File: config.mk
export PLATFORM = sky130hd
export DESIGN_NAME = query_hit_payload_parser
export DESIGN_NICKNAME = d
export VERILOG_FILES = /design/src/hw/rtl/qhp_pkg.sv /design/src/hw/rtl/query_hit_payload_parser.sv
export SDC_FILE = /design/constraint.sdc
export NUM_CORES = 2
export LEC_CHECK = 0
export BUFFER_PORTS_ARGS = -buffer_cell sky130_fd_sc_hd__buf_4
export CORE_UTILIZATION = 31
export CTS_CLUSTER_DIAMETER = 40
export DETAILED_ROUTE_END_ITERATION = 10
export SETUP_SLACK_MARGIN = 0.15
export SLEW_MARGIN = 30
export SYNTH_ARGS = -nofsm -noshare
export SYNTH_HDL_FRONTEND = slang
export SYNTH_SLANG_ARGS = --single-unit
File: constraint.sdc
create_clock -name clk -period 17.6 [get_ports clk]
set_input_delay 0.88 -clock clk [delete_from_list [all_inputs] [get_ports clk]]
set_output_delay 0.88 -clock clk [all_outputs]
set_load 0.05 [all_outputs]
File: src/hw/rtl/qhp_pkg.sv
// Package: types and constants for the query-hit payload parser.
package qhp_pkg;

  localparam int MaxPayloadDefault = 65536;
  localparam int HashChars         = 32;
  localparam logic [63:0] DefaultWord = 64'h3030_3030_3030_3030;

  localparam logic [1:0] RecHeader  = 2'd0;
  localparam logic [1:0] RecFile    = 2'd1;
  localparam logic [1:0] RecHash    = 2'd2;
  localparam logic [1:0] RecTrailer = 2'd3;

  typedef struct packed {
    logic [7:0]  data_byte;
    logic [15:0] payload_length;
    logic        last_byte;
  } in_item_t;

  typedef struct packed {
    logic [1:0]  record_type;
    logic [7:0]  hit_count;
    logic [15:0] port;
    logic [31:0] ip_address;
    logic [31:0] speed;
    logic [31:0] file_index;
    logic [31:0] file_size;
    logic [15:0] name_length;
    logic [63:0] hash_word;
    logic [1:0]  hash_word_index;
    logic [15:0] ggep_offset;
    logic        last_result;
  } out_item_t;

  function automatic logic [7:0] urn_char(input logic [3:0] idx);
    case (idx)
      4'd0:    urn_char = 8'h75;
      4'd1:    urn_char = 8'h72;
      4'd2:    urn_char = 8'h6e;
      4'd3:    urn_char = 8'h3a;
      4'd4:    urn_char = 8'h73;
      4'd5:    urn_char = 8'h68;
      4'd6:    urn_char = 8'h61;
      4'd7:    urn_char = 8'h31;
      4'd8:    urn_char = 8'h3a;
      default: urn_char = 8'h00;
    endcase
  endfunction

endpackage

File: src/hw/rtl/query_hit_payload_parser.sv
// Top level: query-hit payload parser with a result burst buffer.
//
//  channel | signals                      | moves
//  in      | in_valid in_ready in_data    | one payload byte per request
//  out     | out_valid out_ready out_data | one result per request
//
// A byte is parsed in the cycle it is accepted; its results (up to six) are
// held in a result buffer and leave one per cycle while out_ready is high. A
// byte is taken while the buffer drains its last result, so bytes that yield
// at most one result flow one per cycle; a file entry end yields five results.
// rst is synchronous and returns the parser to the header phase.
module query_hit_payload_parser import qhp_pkg::*; #(
  parameter int MAX_PAYLOAD = MaxPayloadDefault
) (
  input  logic      clk,
  input  logic      rst,
  input  logic      in_valid,
  output logic      in_ready,
  input  in_item_t  in_data,
  output logic      out_valid,
  input  logic      out_ready,
  output out_item_t out_data
);

  typedef enum logic [3:0] {
    PH_HEADER, PH_FIXED, PH_NAME, PH_EXT, PH_TRAILER, PH_OVER
  } phase_t;

  localparam logic [16:0] LastPos = 17'(MAX_PAYLOAD - 1);

  phase_t      phase, phase_next;
  logic [15:0] pos, pos_next;
  logic [7:0]  entries, entries_next;
  logic [31:0] acc, acc_next;
  logic [15:0] held_port, held_port_next;
  logic [31:0] held_address, held_address_next;
  logic [31:0] held_index, held_index_next;
  logic [15:0] name_counter, name_counter_next;
  logic [3:0]  match, match_next;
  logic [63:0] hash_store [4];
  logic [63:0] hash_store_next [4];
  logic [5:0]  hash_count, hash_count_next;
  logic [15:0] trailer_start, trailer_start_next;

  logic [6:0]  pend, pend_next;
  logic [7:0]  ev_hits;
  logic [15:0] ev_port;
  logic [31:0] ev_address, ev_speed, ev_index, ev_size;
  logic [15:0] ev_name, ev_ggep;
  logic [63:0] ev_hash [4];
  logic [63:0] hash_out [4];
  logic [15:0] ggep_next;

  logic        take, give, hash_full;
  logic [7:0]  b;
  logic [1:0]  w;

  assign take = in_valid && in_ready;
  assign give = out_valid && out_ready;
  assign b    = in_data.data_byte;
  assign w    = hash_count[4:3];
  assign hash_full = (hash_count >= 6'(HashChars));

  always_comb begin
    phase_next         = phase;
    pos_next           = pos;
    entries_next       = entries;
    acc_next           = acc;
    held_port_next     = held_port;
    held_address_next  = held_address;
    held_index_next    = held_index;
    name_counter_next  = name_counter;
    match_next         = match;
    hash_store_next    = hash_store;
    hash_count_next    = hash_count;
    trailer_start_next = trailer_start;
    pend_next          = 7'd0;
    ggep_next          = 16'd0;
    for (int i = 0; i < 4; i++) begin
      hash_out[i] = hash_full ? hash_store[i] : DefaultWord;
    end
    case (phase)
      PH_HEADER: begin
        if (pos == 16'd0) begin
          entries_next = b;
        end else if (pos == 16'd1) begin
          held_port_next = {8'd0, b};
        end else if (pos == 16'd2) begin
          held_port_next = held_port | {b, 8'd0};
        end else if (pos <= 16'd6) begin
          held_address_next = {held_address[23:0], b};
        end else begin
          acc_next = {b, acc[31:8]};
        end
        if (pos == 16'd10) begin
          pend_next[0]      = 1'b1;
          name_counter_next = 16'd0;
          if (entries_next == 8'd0) begin
            phase_next         = PH_TRAILER;
            trailer_start_next = pos + 16'd1;
            match_next         = 4'd0;
          end else begin
            phase_next = PH_FIXED;
          end
        end
      end
      PH_FIXED: begin
        acc_next = {b, acc[31:8]};
        if (name_counter == 16'd3) begin
          held_index_next = acc_next;
        end
        if (name_counter >= 16'd7) begin
          name_counter_next = 16'd0;
          phase_next        = PH_NAME;
        end else begin
          name_counter_next = name_counter + 16'd1;
        end
      end
      PH_NAME: begin
        if (b == 8'd0) begin
          phase_next      = PH_EXT;
          match_next      = 4'd0;
          hash_count_next = 6'd0;
        end else if (name_counter != 16'hFFFF) begin
          name_counter_next = name_counter + 16'd1;
        end
      end
      PH_EXT: begin
        if (b == 8'd0) begin
          pend_next[5:1]    = 5'b11111;
          for (int i = 0; i < 4; i++) begin
            hash_store_next[i] = DefaultWord;
          end
          hash_count_next   = 6'd0;
          match_next        = 4'd0;
          name_counter_next = 16'd0;
          entries_next      = entries - 8'd1;
          if (entries_next == 8'd0) begin
            phase_next         = PH_TRAILER;
            trailer_start_next = pos + 16'd1;
          end else begin
            phase_next = PH_FIXED;
          end
        end else if (match < 4'd9) begin
          if (b == urn_char(match)) begin
            match_next = match + 4'd1;
          end else begin
            match_next = (b == 8'h75) ? 4'd1 : 4'd0;
          end
        end else if (!hash_full) begin
          hash_store_next[w] = {hash_store[w][55:0], b};
          hash_count_next    = hash_count + 6'd1;
        end
      end
      PH_TRAILER: begin
        if ({1'b0, pos} == {1'b0, trailer_start} + 17'd4) begin
          match_next = {2'b00, match[1], (b == 8'd2)};
        end else if ({1'b0, pos} == {1'b0, trailer_start} + 17'd5) begin
          match_next = {2'b00, b[5], match[0]};
        end
      end
      default: begin
      end
    endcase
    if (in_data.last_byte) begin
      pend_next[6] = 1'b1;
      if (phase_next == PH_TRAILER &&
          {1'b0, in_data.payload_length} > {1'b0, trailer_start_next} + 17'd23 &&
          match_next[1:0] == 2'b11) begin
        ggep_next = trailer_start_next + 16'd7;
      end
      phase_next         = PH_HEADER;
      pos_next           = 16'd0;
      entries_next       = 8'd0;
      acc_next           = 32'd0;
      held_port_next     = 16'd0;
      held_address_next  = 32'd0;
      held_index_next    = 32'd0;
      name_counter_next  = 16'd0;
      match_next         = 4'd0;
      for (int i = 0; i < 4; i++) begin
        hash_store_next[i] = DefaultWord;
      end
      hash_count_next    = 6'd0;
      trailer_start_next = 16'd0;
    end else if (phase_next != PH_OVER) begin
      if ({1'b0, pos} >= LastPos) begin
        phase_next = PH_OVER;
      end else begin
        pos_next = pos + 16'd1;
      end
    end
  end

  assign in_ready  = (pend == 7'd0) || (((pend & (pend - 7'd1)) == 7'd0) && out_ready);
  assign out_valid = (pend != 7'd0);

  always_comb begin
    out_data             = '0;
    out_data.last_result = ((pend & (pend - 7'd1)) == 7'd0);
    if (pend[0]) begin
      out_data.record_type = RecHeader;
      out_data.hit_count   = ev_hits;
      out_data.port        = ev_port;
      out_data.ip_address  = ev_address;
      out_data.speed       = ev_speed;
    end else if (pend[1]) begin
      out_data.record_type = RecFile;
      out_data.file_index  = ev_index;
      out_data.file_size   = ev_size;
      out_data.name_length = ev_name;
    end else if (pend[2]) begin
      out_data.record_type     = RecHash;
      out_data.hash_word       = ev_hash[0];
      out_data.hash_word_index = 2'd0;
    end else if (pend[3]) begin
      out_data.record_type     = RecHash;
      out_data.hash_word       = ev_hash[1];
      out_data.hash_word_index = 2'd1;
    end else if (pend[4]) begin
      out_data.record_type     = RecHash;
      out_data.hash_word       = ev_hash[2];
      out_data.hash_word_index = 2'd2;
    end else if (pend[5]) begin
      out_data.record_type     = RecHash;
      out_data.hash_word       = ev_hash[3];
      out_data.hash_word_index = 2'd3;
    end else begin
      out_data.record_type = RecTrailer;
      out_data.ggep_offset = ev_ggep;
    end
  end

  always_ff @(posedge clk) begin
    if (rst) begin
      phase         <= PH_HEADER;
      pos           <= 16'd0;
      entries       <= 8'd0;
      acc           <= 32'd0;
      held_port     <= 16'd0;
      held_address  <= 32'd0;
      held_index    <= 32'd0;
      name_counter  <= 16'd0;
      match         <= 4'd0;
      for (int i = 0; i < 4; i++) begin
        hash_store[i] <= DefaultWord;
      end
      hash_count    <= 6'd0;
      trailer_start <= 16'd0;
      pend          <= 7'd0;
    end else begin
      if (take) begin
        phase         <= phase_next;
        pos           <= pos_next;
        entries       <= entries_next;
        acc           <= acc_next;
        held_port     <= held_port_next;
        held_address  <= held_address_next;
        held_index    <= held_index_next;
        name_counter  <= name_counter_next;
        match         <= match_next;
        hash_store    <= hash_store_next;
        hash_count    <= hash_count_next;
        trailer_start <= trailer_start_next;
        pend          <= pend_next;
      end else if (give) begin
        pend <= pend & (pend - 7'd1);
      end
    end
  end

  always_ff @(posedge clk) begin
    if (take) begin
      ev_hits    <= entries;
      ev_port    <= held_port;
      ev_address <= held_address;
      ev_speed   <= {b, acc[31:8]};
      ev_index   <= held_index;
      ev_size    <= acc;
      ev_name    <= name_counter;
      ev_hash    <= hash_out;
      ev_ggep    <= ggep_next;
    end
  end

endmodule
Yosys cells after proc, flatten, opt, wreduce, memory -nomap -nowiden
Memory sizes are Yosys's and may differ from the RTL's.
Cells that the tools add are included.

storage, ports and cells
  output and inout port bits = 255
  bits in read-only memories = 112
  memories = 1
  bits in registers = 885
  logic and storage cells = 234
  bits of input ports = 29

operators by class
  equality and inequality tests = 37
  multiplexer cells = 107
  magnitude comparators = 8
  reductions and logical operators = 39
  $add $sub $neg = 10
  bitwise gates (word level) = 3

memories
  memory           words  bits a word  rd ports  clocked after memory_dff  wr ports  line           RTL
  (no name shown)  16     7            1         0                         0         qhp_pkg.sv:35  case (idx)

operator list
  cell                   number
  $mux 256               5
  $mux 32                14
  $mux 16                23
  $mux 66                4
  $bwmux 256             1
  $mux 162               1
  $bmux 64 s2            1
  $demux 64 s2           1
  $mux 56                2
  $mux 88                1
  $mux 82                1
  $mux 80                1
  $mux 4                 16
  $mux 64                1
  $pmux 16 s4            1
  $pmux 32 s2            1
  $mux 8                 7
  $add 16x3->17 const B  2
  $eq 16x17->1           2
  $ne 3x3->1 const B     11
  $add 16x1->16 const B  2
  $eq 16x2->1 const B    2
  $pmux 16 s2            1
  $pmux 4 s4             2
  other kinds (55)       101

Logic depth before layout (Yosys ltp)
  depth in word-level cells = 12
  depth in mapped cells = 30
  gate-level depth less buffers = 25

Worst setup path before layout
OpenSTA, ideal clock, no wires.

  path kind = register to register
  start = reg pend[0]
  end = reg entries[6]
  cell stages (with the launch flop) = 12
  path buffers = 2
  setup time = 70 ps
  period minus slack after synthesis = 17158 ps
  arrival = 17088 ps
  required time = 17530 ps
  slack = 442 ps
  path through = dfxtp_1 or2_2 clkbuf_1 inv_1 and3_1 maj3_1 nand3_1 inv_1 clkbuf_1 o21ai_1 or3_1 a21oi_1

between the ends
  longest elaborated chain between the ends = 7
  elaborated cells between the ends (all ways) = 8
  those cells by class = 1 x add/sub; 1 x bitwise; 6 x reduce/logical

ends and longest elaborated chain
  what                            line                             RTL
  start, declared                 query_hit_payload_parser.sv:45   logic [6:0] pend, pend_next;
  start signal, assigned          query_hit_payload_parser.sv:265  pend <= pend_next;
  start signal, assigned          query_hit_payload_parser.sv:267  pend <= pend & (pend - 7'd1);
  $sub 7x1->7                     query_hit_payload_parser.sv:195  assign in_ready = (pend == 7'd0) || (((pend & (pend - 7'd1)) == 7'd0) && out_ready);
  $and 7x7->7                     query_hit_payload_parser.sv:195
  $logic_not 7->1                 query_hit_payload_parser.sv:195
  $logic_and 1x1->1               query_hit_payload_parser.sv:195
  $logic_or 1x1->1 (*)            query_hit_payload_parser.sv:195
  $logic_and 1x1->1 (*)           query_hit_payload_parser.sv:58   assign take = in_valid && in_ready;
  net take                        query_hit_payload_parser.sv:54   logic take, give, hash_full;
  $reduce_and 3->1 (no line) (*)  n/a
  end signal, assigned            query_hit_payload_parser.sv:255  entries <= entries_next;
  end, declared                   query_hit_payload_parser.sv:33   logic [7:0] entries, entries_next;

Mark *: on every way through the listed nets, which the timed path passes. The rest lies on a longest branch.
A chain may end at the register's enable or synchronous reset.

Worst setup path in the final report
  start = reg pos[8]
  end = reg ev_ggep[14] (data pin)

between the ends
  longest elaborated chain between the ends = 12
  elaborated cells between the ends (all ways) = 29
  those cells by class = 3 x add/sub; 1 x order compare; 5 x eq/ne; 15 x mux; 5 x reduce/logical

ends and longest elaborated chain
  what                                                    line                             RTL
  start, declared                                         query_hit_payload_parser.sv:32   logic [15:0] pos, pos_next;
  start signal, assigned                                  query_hit_payload_parser.sv:254  pos <= pos_next;
  branches (longest 12 deep; another with $add 16x5->17)  n/a
  end signal, assigned                                    query_hit_payload_parser.sv:282  ev_ggep <= ggep_next;
  end, declared                                           query_hit_payload_parser.sv:49   logic [15:0] ev_name, ev_ggep;

Several ways; the timed one is not identified. The select of a mux whose other input is x is not followed.

==> summary.md <==
| Metric | Value |
|---|---|
| Worst Path Required | `18030 ps` |
| Worst-margin pin slew | `1020 ps` |
| Fin crit share | `41.5%` |
| Power Dens Cells | `101 nW/um^2` |
| All-Layer GR Usage | `17.8%` |
| Via count | `29700` |
| Power share of the sequential group | `46.5%` |
| Crit-path cells | `or4_4 > nor4_1 > nand4b_1 > o21bai_4 > o211a_1 > nor2_1 > a21oi_1 > inv_1 > ha_1 > a21oi_1 > o2111ai_1 > o21a_1 > a22o_1 > nand3b_1 > xnor2_1 > ha_1 > nand4_1 > nor2_1 > nand4_1 > o221ai_1 > a31oi_1 > nand4b_1 > a2111oi_0` |
| Bufs and invs on worst path | `1` |
| Post-synthesis compound-gate area fraction | `13.5%` |
| Most frequent cells in the layout | `nor2_1 (502), dfxtp_1 (438), a21oi_1 (434)` |
| Adder-cell share of the synthesized area | `1.16%` |
| Mux cell area share after synthesis | `0.940%` |
| Setup CP Type | `flop to flop` |
| Sw power | `1.05 mW` |
| Tmin final | `7310 ps` |
| Initial Util | `31.4%` |
| Pleak | `16.2 nW` |
| Hold Path Stages | `0` |
| FP Rows | `128` |
| Area of placed instances | `41800 um^2` |
| Sw Ratio | `22.7%` |
| WP data arrival | `7740 ps` |
| RSZ-0062 raised after global routing | `false` |
| Share of cells above drive strength 1 | `14.1%` |
| IO buf count | `283` |
| Status | `finished, final reports clean` |
| Syn nets | `3960` |
| P&R area growth vs syn | `18.8%` |
| Core area | `122000 um^2` |
| Setup TNS | `0 ps` |
| FF-to-FF Start | `pos[8]$_SDFFE_PP0P_` |
| Synth area leaders | `edfxtp_1 (32%), dfxtp_1 (23%), and2_1 (6.2%), a21oi_1 (5.6%), nor2_1 (4.9%)` |
| First-pass GRT wire length | `176000 um` |
| VDD IR-drop max | `0.0777 mV` |
| Power share of the combinational group | `3.3%` |
| Clock transition at path regs | `60 ps` |
| Hold slack | `421 ps` |
| #FFs+latches synth | `861` |
| H-tree depth | `3` |
| Unique masters post-synth | `81` |
| GR Overflow Total | `0` |
| Num Clock Sinks | `861` |
| Tot Pwr | `4.63 mW` |
| Final Util | `37.3%` |
| Cells after synthesis | `3897` |
| Clock Latency Late Sink | `690 ps` |
| Residual DRC count | `0` |
| Synth Warn # | `0` |
| Post-synthesis sequential area ratio | `55.6%` |
| Pin count of the biggest net entering global routing | `186` |
| Int Power | `3.58 mW` |
| Async S/R FF share, synth | `0%` |
| WL final | `116000 um` |
| CTS Buf Count | `110` |
| Hold EP | `ev_index[10]$_DFFE_PP_` |
| Final hold vios | `0` |
| Post-synth top area share | `32.5%` |
| Critical Path Max Stage Delay | `840 ps` |
| Initial antenna violation count | `1` |
| Drt pass-1 iters | `5` |
| Die Wd | `354 um` |
| Synth Flop Type | `dfxtp_1` |
| Final #Nets | `4064` |
| # hold bufs at CTS | `0` |
| PostCTS Resize Cnt | `0` |
| Final Max Slew Viols | `0` |
| Worst slack, placed | `9800 ps` |
| Worst-path maximum fanout | `26` |
| Longest Clk Path Bufs | `3` |
| Clock Skews | `28.1 ps` |
| Startpoint types | `flop` |
| Cell taking the most area after synthesis | `edfxtp_1` |
| Die height | `354 um` |
| CTS tree | `built` |
| Post-route cell area | `45700 um^2` |
| Min-Delay Path Class | `flop to flop` |
| CP Capture Type | `flop` |
| Most common cell after layout, fill and taps aside | `nor2_1` |
| R2R Setup Slk | `10290 ps` |
| FF-to-FF path depth | `23` |
| Gpl congestion | `0.895` |
| Drt via density | `5.19` |
| DP HPWL | `72600 um` |
| Xor/xnor share of the synthesized area | `1.78%` |
| EDFF count, synth | `416` |
| Slew HR | `32.0%` |
| Routed Antenna Nets | `0` |
| Max-cap violations | `0` |
| Syn Std Cell Area | `38500 um^2` |
| # IOs | `284` |
| Reg-to-Reg End | `ev_ggep[14]$_SDFFCE_PN0P_` |
| Initial detailed-routing violation count | `2628` |
| Dpl cells | `5513` |
| Mean area per synthesized cell | `9.87 um^2` |
| Worst Setup Slack, final | `10290 ps` |
| Wire per inst | `20.2 um` |
| Slowest CP cell | `o211a_1` |
| Hold wc startpoint | `held_index[10]$_SDFFE_PP0P_` |
| Simple-Gate Fraction of Synth Area | `23.3%` |
| Cell family with most CP delay | `compound AO/OA/AOI/OAI gates` |
| Die ar. | `125000 um^2` |
| Final setup violation count | `0` |
| Vias in the first global route | `28400` |
| Setup Fix Bufs, Post-CTS | `0` |
| Share of power burned in the clock network | `50.2%` |
| Largest family of logic cells by synthesized area | `simple AND/OR/NAND/NOR gates` |
| Cell Count, Final, Fillers Out | `5724` |
| Fmax achieved | `0.137 GHz` |
| Clk root buf | `clkbuf_16` |
-- final cells by class --
| type | instances | area [um^2] |
|---|---|---|
| Fill cell | 12200 | 76700 |
| Sequential cell | 861 | 21400 |
| Multi-Input combinational cell | 2669 | 15800 |
| Clock buffer | 136 | 3070 |
| Timing Repair Buffer | 323 | 2500 |
| Tap cell | 1625 | 2030 |
| Clock inverter | 73 | 761 |
| Inverter | 36 | 143 |
| Antenna cell | 1 | 2.50 |
-- cell usage after synthesis (all sizes together) (41+ instances only) --
library cell / count
xnor2: 52
o21ai: 66
nand4: 64
nor2: 506
edfxtp: 416
nand2: 279
nand4b: 89
a21oi: 434
o22ai: 41
dfxtp: 445
a22oi: 166
clkbuf: 291
nand2b: 74
nor4bb: 43
nor3: 41
and2: 383
-- logic make-up (layout without fill, tap and decap cells) --
| kind of cell | after synthesis | in the layout |
|---|---|---|
| simple gates | 1672 | 1672 |
| compound gates | 849 | 849 |
| other cells | 0 | 1 |
| fa+ha+maj | 36 | 36 |
| flops | 861 | 861 |
| mux | 34 | 34 |
| buf+inv | 367 | 568 |
| xor+xnor | 78 | 78 |
-- power groups by stage --
stage / clock network (mW) / registers [mW] / logic (mW)
after floorplan: 0 / 2.21 / 0.0992
after global placement: 0 / 2.19 / 0.153
after detailed placement: 0 / 2.19 / 0.154
after CTS: 2.36 / 2.15 / 0.154
after global routing: 2.44 / 2.15 / 0.167
final: 2.32 / 2.15 / 0.155
-- registers in the layout, summed over array words and instances (netlist names), 32 cells and up --
name          flops
held_index       32
hash_store      256
ev_hash         256
acc              32
ev_speed         32
ev_address       32
held_address     32
ev_index         32
-- worst max-delay path by stage --
| stage | from | depth (start not counted) | end |
|---|---|---|---|
| floorplan | pend[0]$_SDFFE_PP0P_ | 11 | entries[6]$_SDFFE_PP0P_ |
| global placement | in_data[17] | 24 | ev_ggep[12]$_SDFFCE_PN0P_ |
| detailed placement | in_data[17] | 24 | ev_ggep[15]$_SDFFCE_PN0P_ |
| CTS | pos[8]$_SDFFE_PP0P_ | 23 | ev_ggep[15]$_SDFFCE_PN0P_ |
| global route | entries[0]$_SDFFE_PP0P_ | 24 | ev_ggep[10]$_SDFFCE_PN0P_ |
| finish | pos[8]$_SDFFE_PP0P_ | 23 | ev_ggep[14]$_SDFFCE_PN0P_ |
-- worst register-to-register path, delay by kind of cell, from the launching register on --
family / cells / cell delay, ps
flip-flops: 1 / 450
buffers and inverters: 1 / 130
adder cells (fa/ha/maj): 2 / 520
XOR/XNOR: 1 / 220
AO/OA/AOI/OAI: 10 / 3080
AND/OR/NAND/NOR: 9 / 2670
-- metal layers --
metal | routed length (um) | track usage, %
met1 | 50900 | 23.7
met3 | 6100 | 2.55
met4 | 4040 | 7.43
met2 | 54700 | 28.8
met5 | 0 | 0
(Power assumes the default switching activity.)
